[src/rtl/core/kmve_pkg.sv]
// ----------------------------------------------------------------------------
// kmve_pkg
// Shared types and constants of the key match and value extract unit.
// ----------------------------------------------------------------------------
package kmve_pkg;

  localparam int MAX_PATTERN_DEF = 16;
  localparam int LEN_W           = 5;
  localparam int CFG_IDX_W       = 2;
  localparam int CFG_DATA_W      = 64;
  localparam int KEY_W           = 128;

  localparam logic [7:0] CH_SPACE = 8'h20;
  localparam logic [7:0] CH_SEMI  = 8'h3B;

  typedef enum logic [CFG_IDX_W-1:0] {
    REG_PATTERN_LOW    = 2'd0,
    REG_PATTERN_HIGH   = 2'd1,
    REG_PATTERN_LENGTH = 2'd2
  } reg_idx_t;

  typedef enum logic [1:0] {
    KIND_DATA         = 2'd0,
    KIND_DONE         = 2'd1,
    KIND_NOT_FOUND    = 2'd2,
    KIND_UNTERMINATED = 2'd3
  } kind_t;

  // byte travelling along the window row
  typedef struct packed {
    logic       vld;
    logic [7:0] data;
  } cell_link_t;

  typedef struct packed {
    logic shift;
    logic clear;
  } cell_ctrl_t;

  typedef struct packed {
    logic [7:0] value_byte;
    kind_t      kind;
    logic       final_res;
  } result_t;

endpackage

[src/rtl/core/kmve_in_if.sv]
// ----------------------------------------------------------------------------
// kmve_in_if
// Text byte channel: valid/ready with one character and its end mark.
// ----------------------------------------------------------------------------
interface kmve_in_if;
  logic       valid;
  logic       ready;
  logic [7:0] text_byte;
  logic       end_of_text;

  modport source (output valid, output text_byte, output end_of_text, input ready);
  modport sink   (input valid, input text_byte, input end_of_text, output ready);
endinterface

[src/rtl/core/kmve_out_if.sv]
// ----------------------------------------------------------------------------
// kmve_out_if
// Result channel: valid/ready with extracted byte, result kind and final flag.
// ----------------------------------------------------------------------------
interface kmve_out_if;
  logic       valid;
  logic       ready;
  logic [7:0] value_byte;
  logic [1:0] kind;
  logic       final_res;

  modport source (output valid, output value_byte, output kind, output final_res,
                  input ready);
  modport sink   (input valid, input value_byte, input kind, input final_res,
                  output ready);
endinterface

[src/rtl/core/kmve_cell.sv]
// ----------------------------------------------------------------------------
// kmve_cell
// One window position: holds a byte, passes it on, compares the arriving byte.
// ----------------------------------------------------------------------------
module kmve_cell (
  input  logic                 clk,
  input  logic                 rst,
  input  kmve_pkg::cell_ctrl_t ctrl,
  input  kmve_pkg::cell_link_t link_in,
  input  logic                 active,
  input  logic [7:0]           key_byte,
  output kmve_pkg::cell_link_t link_out,
  output logic                 hit
);

  logic       vld;
  logic [7:0] data;

  always_ff @(posedge clk) begin
    if (rst) begin
      vld <= 1'b0;
    end else if (ctrl.clear) begin
      vld <= 1'b0;
    end else if (ctrl.shift) begin
      vld <= link_in.vld;
    end
  end

  always_ff @(posedge clk) begin
    if (ctrl.shift) begin
      data <= link_in.data;
    end
  end

  assign link_out.vld  = vld;
  assign link_out.data = data;

  // compare on the byte this cell will hold after the shift
  assign hit = !active || (link_in.vld && (link_in.data == key_byte));

endmodule

[src/rtl/core/kmve_chain.sv]
// ----------------------------------------------------------------------------
// kmve_chain
// Row of window cells, newest byte at cell 0, with the key match reduction.
// ----------------------------------------------------------------------------
module kmve_chain #(
  parameter int MAX_PATTERN = kmve_pkg::MAX_PATTERN_DEF
) (
  input  logic                       clk,
  input  logic                       rst,
  input  kmve_pkg::cell_ctrl_t       ctrl,
  input  logic [7:0]                 text_byte,
  input  logic [kmve_pkg::KEY_W-1:0] pattern,
  input  logic [kmve_pkg::LEN_W-1:0] pattern_length,
  output logic                       match
);

  localparam int LW = kmve_pkg::LEN_W;

  logic [LW-1:0]          eff_len;
  logic [MAX_PATTERN-1:0] hits;
  kmve_pkg::cell_link_t   links [MAX_PATTERN];
  kmve_pkg::cell_link_t   head;

  // lengths beyond the row act as the full row
  always_comb begin
    if (pattern_length > LW'(MAX_PATTERN)) begin
      eff_len = LW'(MAX_PATTERN);
    end else begin
      eff_len = pattern_length;
    end
  end

  assign head.vld  = 1'b1;
  assign head.data = text_byte;

  for (genvar j = 0; j < MAX_PATTERN; j++) begin : g_cell
    logic          active;
    logic [LW-1:0] kidx;
    logic [7:0]    kbyte;
    kmve_pkg::cell_link_t cin;

    assign active = LW'(j) < eff_len;
    // cell j lines up with key byte len-1-j
    assign kidx   = eff_len - LW'(j) - LW'(1);
    assign kbyte  = pattern[{kidx[3:0], 3'b000} +: 8];
    assign cin    = (j == 0) ? head : links[(j == 0) ? 0 : j - 1];

    kmve_cell u_cell (
      .clk      (clk),
      .rst      (rst),
      .ctrl     (ctrl),
      .link_in  (cin),
      .active   (active),
      .key_byte (kbyte),
      .link_out (links[j]),
      .hit      (hits[j])
    );
  end

  // an active cell only hits on a valid byte, so the fill check is built in
  assign match = (eff_len != '0) && (&hits);

endmodule

[src/rtl/core/kmve_out_buf.sv]
// ----------------------------------------------------------------------------
// kmve_out_buf
// Output register with a skid slot, so a stalled result does not stop input.
// ----------------------------------------------------------------------------
module kmve_out_buf (
  input  logic              clk,
  input  logic              rst,
  input  logic              push,
  input  kmve_pkg::result_t push_res,
  output logic              can_push,
  kmve_out_if.source        result_out
);

  logic              out_valid;
  kmve_pkg::result_t out_res;
  logic              skid_valid;
  kmve_pkg::result_t skid_res;
  logic              pop;

  assign pop      = out_valid && result_out.ready;
  assign can_push = !skid_valid;

  always_ff @(posedge clk) begin
    if (rst) begin
      out_valid  <= 1'b0;
      skid_valid <= 1'b0;
    end else if (skid_valid) begin
      if (pop) begin
        out_res    <= skid_res;
        skid_valid <= 1'b0;
      end
    end else if (push) begin
      if (!out_valid || pop) begin
        out_res   <= push_res;
        out_valid <= 1'b1;
      end else begin
        skid_res   <= push_res;
        skid_valid <= 1'b1;
      end
    end else if (pop) begin
      out_valid <= 1'b0;
    end
  end

  assign result_out.valid      = out_valid;
  assign result_out.value_byte = out_res.value_byte;
  assign result_out.kind       = out_res.kind;
  assign result_out.final_res  = out_res.final_res;

endmodule

[src/rtl/core/key_match_value_extract_unit.sv]
// ----------------------------------------------------------------------------
// key_match_value_extract_unit
// Takes one text byte per cycle, back to back while the skid slot is free,
// and drops spaces. Non-space bytes shift through a row of MAX_PATTERN window
// cells; every cell compares its arriving byte with its key byte in the same
// cycle, so the key search keeps pace with the stream at one byte per clock
// when input is not held. After the key is seen, non-space bytes come out as
// data results up to the first ';', which gives a done result; a text that
// ends first reports not found or unterminated value. Results pass an output
// register with a skid slot, so input keeps flowing while one result waits.
// Pattern registers must be written through the plain write port only while
// the block is idle, which it does not enforce. Reset needs no clearing pass.
// ----------------------------------------------------------------------------
module key_match_value_extract_unit #(
  parameter int MAX_PATTERN = kmve_pkg::MAX_PATTERN_DEF
) (
  input  logic                            clk,
  input  logic                            rst,
  kmve_in_if.sink                         text_in,
  kmve_out_if.source                      result_out,
  input  logic                            cfg_we,
  input  logic [kmve_pkg::CFG_IDX_W-1:0]  cfg_index,
  input  logic [kmve_pkg::CFG_DATA_W-1:0] cfg_data
);

  logic [63:0]                pattern_low;
  logic [63:0]                pattern_high;
  logic [kmve_pkg::LEN_W-1:0] pattern_length;

  logic                 extracting, extracting_next;
  logic                 finished, finished_next;
  logic                 in_acc;
  logic                 is_space, is_semi, eot;
  logic                 match;
  logic                 can_push;
  logic                 res_push;
  kmve_pkg::result_t    res;
  kmve_pkg::cell_ctrl_t ctrl;

  // configuration registers
  always_ff @(posedge clk) begin
    if (rst) begin
      pattern_low    <= '0;
      pattern_high   <= '0;
      pattern_length <= kmve_pkg::LEN_W'(1);
    end else if (cfg_we) begin
      unique case (cfg_index)
        kmve_pkg::REG_PATTERN_LOW:    pattern_low    <= cfg_data;
        kmve_pkg::REG_PATTERN_HIGH:   pattern_high   <= cfg_data;
        kmve_pkg::REG_PATTERN_LENGTH: pattern_length <= cfg_data[kmve_pkg::LEN_W-1:0];
        default: ;
      endcase
    end
  end

  assign text_in.ready = can_push;
  assign in_acc        = text_in.valid && text_in.ready;
  assign is_space      = text_in.text_byte == kmve_pkg::CH_SPACE;
  assign is_semi       = text_in.text_byte == kmve_pkg::CH_SEMI;
  assign eot           = text_in.end_of_text;

  // window shifts only while searching
  assign ctrl.shift = in_acc && !extracting && !finished && !is_space;
  assign ctrl.clear = in_acc && eot;

  kmve_chain #(
    .MAX_PATTERN (MAX_PATTERN)
  ) u_chain (
    .clk            (clk),
    .rst            (rst),
    .ctrl           (ctrl),
    .text_byte      (text_in.text_byte),
    .pattern        ({pattern_high, pattern_low}),
    .pattern_length (pattern_length),
    .match          (match)
  );

  always_comb begin
    extracting_next = extracting;
    finished_next   = finished;
    res_push        = 1'b0;
    res.value_byte  = '0;
    res.kind        = kmve_pkg::KIND_DATA;
    res.final_res   = 1'b0;
    if (in_acc) begin
      if (finished) begin
        // quiet until the end of the text
      end else if (extracting) begin
        if (is_semi) begin
          res_push      = 1'b1;
          res.kind      = kmve_pkg::KIND_DONE;
          res.final_res = 1'b1;
          finished_next = 1'b1;
        end else if (eot) begin
          res_push      = 1'b1;
          res.kind      = kmve_pkg::KIND_UNTERMINATED;
          res.final_res = 1'b1;
        end else if (!is_space) begin
          res_push       = 1'b1;
          res.value_byte = text_in.text_byte;
        end
      end else begin
        if (ctrl.shift && match) begin
          extracting_next = 1'b1;
        end
        if (eot) begin
          res_push      = 1'b1;
          res.kind      = (ctrl.shift && match) ? kmve_pkg::KIND_UNTERMINATED
                                                : kmve_pkg::KIND_NOT_FOUND;
          res.final_res = 1'b1;
        end
      end
      if (eot) begin
        extracting_next = 1'b0;
        finished_next   = 1'b0;
      end
    end
  end

  always_ff @(posedge clk) begin
    if (rst) begin
      extracting <= 1'b0;
      finished   <= 1'b0;
    end else begin
      extracting <= extracting_next;
      finished   <= finished_next;
    end
  end

  kmve_out_buf u_out_buf (
    .clk        (clk),
    .rst        (rst),
    .push       (res_push),
    .push_res   (res),
    .can_push   (can_push),
    .result_out (result_out)
  );

`ifndef NO_ASSERTIONS
  a_clear_on_end: assert property (@(posedge clk) disable iff (rst)
    in_acc && eot |=> !extracting && !finished)
    else $error("state not cleared after final byte");

  a_finished_extracting: assert property (@(posedge clk) disable iff (rst)
    finished |-> extracting)
    else $error("done seen without a key match");

  a_nonfinal_is_data: assert property (@(posedge clk) disable iff (rst)
    res_push && !res.final_res |-> res.kind == kmve_pkg::KIND_DATA)
    else $error("non-final result that is not data");

  a_match_starts_extract: assert property (@(posedge clk) disable iff (rst)
    ctrl.shift && match && !eot |=> extracting)
    else $error("key match did not start extraction");

  a_push_needs_accept: assert property (@(posedge clk) disable iff (rst)
    res_push |-> in_acc && can_push)
    else $error("result without an accepted transaction");
`endif

endmodule

[src/flat_wrapper.sv]
// flat-port wrapper written by rule: the top's interface ports become plain ports
module key_match_value_extract_unit_flat 
#(
  parameter int MAX_PATTERN = kmve_pkg::MAX_PATTERN_DEF
)
  (clk, rst, cfg_we, cfg_index, cfg_data, text_in_valid, text_in_text_byte, text_in_end_of_text, text_in_ready, result_out_valid, result_out_value_byte, result_out_kind, result_out_final_res, result_out_ready);
  kmve_in_if text_in_i ();
  kmve_out_if result_out_i ();
  input  logic clk;
  input  logic rst;
  input  logic cfg_we;
  input  logic [kmve_pkg::CFG_IDX_W-1:0] cfg_index;
  input  logic [kmve_pkg::CFG_DATA_W-1:0] cfg_data;
  input wire logic [$bits(text_in_i.valid)-1:0] text_in_valid;
  input wire logic [$bits(text_in_i.text_byte)-1:0] text_in_text_byte;
  input wire logic [$bits(text_in_i.end_of_text)-1:0] text_in_end_of_text;
  output wire logic [$bits(text_in_i.ready)-1:0] text_in_ready;
  output wire logic [$bits(result_out_i.valid)-1:0] result_out_valid;
  output wire logic [$bits(result_out_i.value_byte)-1:0] result_out_value_byte;
  output wire logic [$bits(result_out_i.kind)-1:0] result_out_kind;
  output wire logic [$bits(result_out_i.final_res)-1:0] result_out_final_res;
  input wire logic [$bits(result_out_i.ready)-1:0] result_out_ready;
  assign text_in_i.valid = text_in_valid;
  assign text_in_i.text_byte = text_in_text_byte;
  assign text_in_i.end_of_text = text_in_end_of_text;
  assign text_in_ready = text_in_i.ready;
  assign result_out_valid = result_out_i.valid;
  assign result_out_value_byte = result_out_i.value_byte;
  assign result_out_kind = result_out_i.kind;
  assign result_out_final_res = result_out_i.final_res;
  assign result_out_i.ready = result_out_ready;
  key_match_value_extract_unit #(.MAX_PATTERN(MAX_PATTERN)) u_core (.clk(clk), .rst(rst), .text_in(text_in_i), .result_out(result_out_i), .cfg_we(cfg_we), .cfg_index(cfg_index), .cfg_data(cfg_data));
endmodule
[config.mk]
export PLATFORM = sky130hd
export DESIGN_NAME = key_match_value_extract_unit_flat
export DESIGN_NICKNAME = d
export VERILOG_FILES = /design/src/rtl/core/kmve_pkg.sv /design/src/rtl/core/kmve_in_if.sv /design/src/rtl/core/kmve_out_if.sv /design/src/rtl/core/kmve_cell.sv /design/src/rtl/core/kmve_chain.sv /design/src/rtl/core/kmve_out_buf.sv /design/src/rtl/core/key_match_value_extract_unit.sv /design/src/flat_wrapper.sv
export SDC_FILE = /design/constraint.sdc
export NUM_CORES = 1
export LEC_CHECK = 0
export ABC_AREA = 1
export BUFFER_PORTS_ARGS = -buffer_cell sky130_fd_sc_hd__buf_2
export CAP_MARGIN = 20
export CORE_ASPECT_RATIO = 1.2
export CORE_MARGIN = 2
export CORE_UTILIZATION = 50
export CTS_CLUSTER_DIAMETER = 150
export DETAILED_ROUTE_END_ITERATION = 8
export GPL_TIMING_DRIVEN = 0
export PLACE_DENSITY = 0.63
export SYNTH_ARGS = -nofsm -noshare
export SYNTH_HDL_FRONTEND = slang
export SYNTH_HIERARCHICAL = 1
export SYNTH_SLANG_ARGS = --single-unit
[constraint.sdc]
create_clock -name clk -period 9.45 [get_ports clk]
set_input_delay 0.4725 -clock clk [delete_from_list [all_inputs] [get_ports clk]]
set_output_delay 0.4725 -clock clk [all_outputs]
set_load 0.01 [all_outputs]
==> results.md <==
* Worst Path Required at 9.94 ns
* Detailed placement HPWL at 85500 um
* Max_cap viols at 0
* Clk slew on worst S/H paths at 0.06 ns
* YS warnings at 6
* Post-layout util at 56.1%
* Cell mode on critical path: nand2_1
* Routed len/inst at 28.7 um
* CTS root buf: clkbuf_16
* Antenna Cells at 0
* Syn_area_per_cell at 6.49 um2
* ANT nets after route at 0
* Final instance area at 22300 um2
* Area delta synth->final at 11.3%
* PD cells at 182 nW/um2
* Global Route Usage Sum at 50.9%
* Synthesized Nets at 3161
* CTS Buffer Depth at 3
* Die width at 187 um
* Pre-CTS setup slack at 3.74 ns
* Synthesized area at 20000 um2
* Cells after Synth at 3079
* Placed cells at 3708
* Critical Path Sink Type: flip-flop
* GR Util met1 at 59.8%
* GR Util met3 at 13.7%
* Clk Latency, worst-skew pair at 0.61 ns
* Clock skew at 0.0388 ns
* Crit-path slowest cell: nor3_1
* Nets at 3289
* Core Rows at 80
* Setup CP Type: flip-flop to flip-flop
* Placed cell area at 21200 um2
* Startpoint Class: flip-flop
* Fmax at 0.157 GHz
* Setup tns final at 0 ns
* Vias in the first global route at 22500
* Grt ovf at 0
* Final hold viol count at 0
* Die H at 223 um
* Peak supply drop at 0.000173 V
* Final cell count without fillers at 3764
* Crit Path Max Fanout at 10
* Sink Count at 294
* Minimum clock period at 6.36 ns
* Most used routing layer: met2
* Worst R2R Setup Slack at 3.09 ns
* Largest net degree at the start of global routing at 41
* RSZ-0062 raised after global routing: no
* IO Count at 93
* Port bufs at 92
* Max incr delay on CP at 0.74 ns
* Post-CTS sizing at 0
* Final WL at 108000 um
* Hold crit path type: input port to flip-flop
* Outcome: finished, final reports clean
* Final worst setup slack at 3.09 ns
* CTS Hold Bufs at 0
* Max_slew headroom at 27.8%
* Num CTS Buffers at 30
* Initial antenna violation count at 2
* CTS tree: built
* Arrival @ worst endpoint at 6.85 ns
* Vias at 24000
* CTS HTree Levels at 1
* Full die area at 41600 um2
* DRT iter0 DRCs at 4348
* TritonRoute pass-1 iters at 8
* Setup-failing EPs final at 0
* Least-Margin Pin Slew at 1.08 ns
* Ratio of final minimum period to clock period at 67.3%
* Share of layout cells above drive strength 1 at 10.0%
* Met2 Use GR at 75.1%
* Setup Buffers After CTS at 0
* Routability cong. at 1.19
* Slew Limit Fails at 0
* Core area at 39600 um2
* First-pass GRT wire length at 153000 um
* Initial core utilization at 50.4%
* Leakage at 10.8 nW
* Post-route DRC violation count at 0
* Via-to-Cell Ratio at 6.37
-- through the flow --
| step | hold slack (ns) | total power (W) |
|---|---|---|
| global placement | 0.430 | 0.00265 |
| CTS | 0.0868 | 0.00394 |
| global route | 0.116 | 0.00412 |
| finish | 0.0926 | 0.00405 |
| detailed placement | 0.439 | 0.00268 |
| floorplan | 0.426 | 0.00219 |
-- where the power goes --
part	internal [W]	switching [W]	leakage (nW)
Sequential	0.00142	0.0000567	2.60
Clock	0.000722	0.000547	0.527
Combinational	0.000326	0.000977	7.62
-- routing by layer --
| layer | up-vias | routed length, um |
|---|---|---|
| li1 | 10300 | - |
| met1 | 10800 | 36800 |
| met2 | 2161 | 43600 |
| met3 | 629 | 14300 |
| met4 | 2 | 13500 |
| met5 | - | 18 |
-- layout make-up --
class,count,area (um2)
Buffer,170,922
Clock buffer,46,908
Clock inverter,10,139
Fill cell,3555,17400
Inverter,388,1460
Multi-Input combinational cell,2227,10300
Sequential cell,294,7310
Tap cell,533,667
Timing Repair Buffer,96,541
-- worst paths after layout --
kind | startpoint | endpoint | cells past startpoint
worst min register to register | u_core/u_chain/g_cell[0].u_cell/data[0] | u_core/u_chain/g_cell[1].u_cell/data[0] | 0
worst max register to register | u_core/pattern_length[0] | u_core/u_out_buf/result_out.kind[0] | 27
worst min-delay path | cfg_data[12] | u_core/pattern_high[12] | 3
worst max-delay path | u_core/pattern_length[0] | u_core/u_out_buf/result_out.kind[0] | 27
-- layout by cell type, fill, tap and decap left out, types with 2 or more instances in the layout --
cell,instances
xnor2_1,32
xor2_2,2
inv_2,16
buf_12,4
nor4_1,2
dfxtp_1,152
nand2_4,5
clkbuf_8,13
buf_6,5
or2_0,16
nand2_1,658
nand3_1,927
o21ai_0,133
edfxtp_1,142
clkbuf_2,3
inv_1,372
buf_2,164
xor2_4,2
nor2_2,3
clkbuf_1,52
nor3_1,11
buf_4,25
a21oi_1,40
inv_8,2
buf_1,9
nor3_2,2
o21ai_1,15
ha_1,2
clkbuf_4,7
bufinv_16,2
clkbuf_16,30
nand2_2,24
clkinv_2,4
nor2_4,3
nand4_1,20
nor2_1,322
-- registers in the layout, indices dropped and copies added (netlist names) --
signal	cells
u_core/extracting	1
u_core/finished	1
u_core/pattern_high	64
u_core/pattern_length	5
u_core/pattern_low	64
u_core/u_chain/g_cell.u_cell/data	120
u_core/u_chain/g_cell.u_cell/vld	15
u_core/u_out_buf/result_out.final_res	1
u_core/u_out_buf/result_out.kind	2
u_core/u_out_buf/result_out.valid	1
u_core/u_out_buf/result_out.value_byte	8
u_core/u_out_buf/skid_res	11
u_core/u_out_buf/skid_valid	1
-- critical path, delay by kind of cell, from the launching register on --
family	cells	cell delay, ns
xor+xnor	1	0.19
compound gates	2	0.74
simple gates	17	2.94
flops	1	0.34
buf+inv	6	1.77
fa+ha+maj	1	0.28
Note: power is estimated with default switching activity, not from simulation.
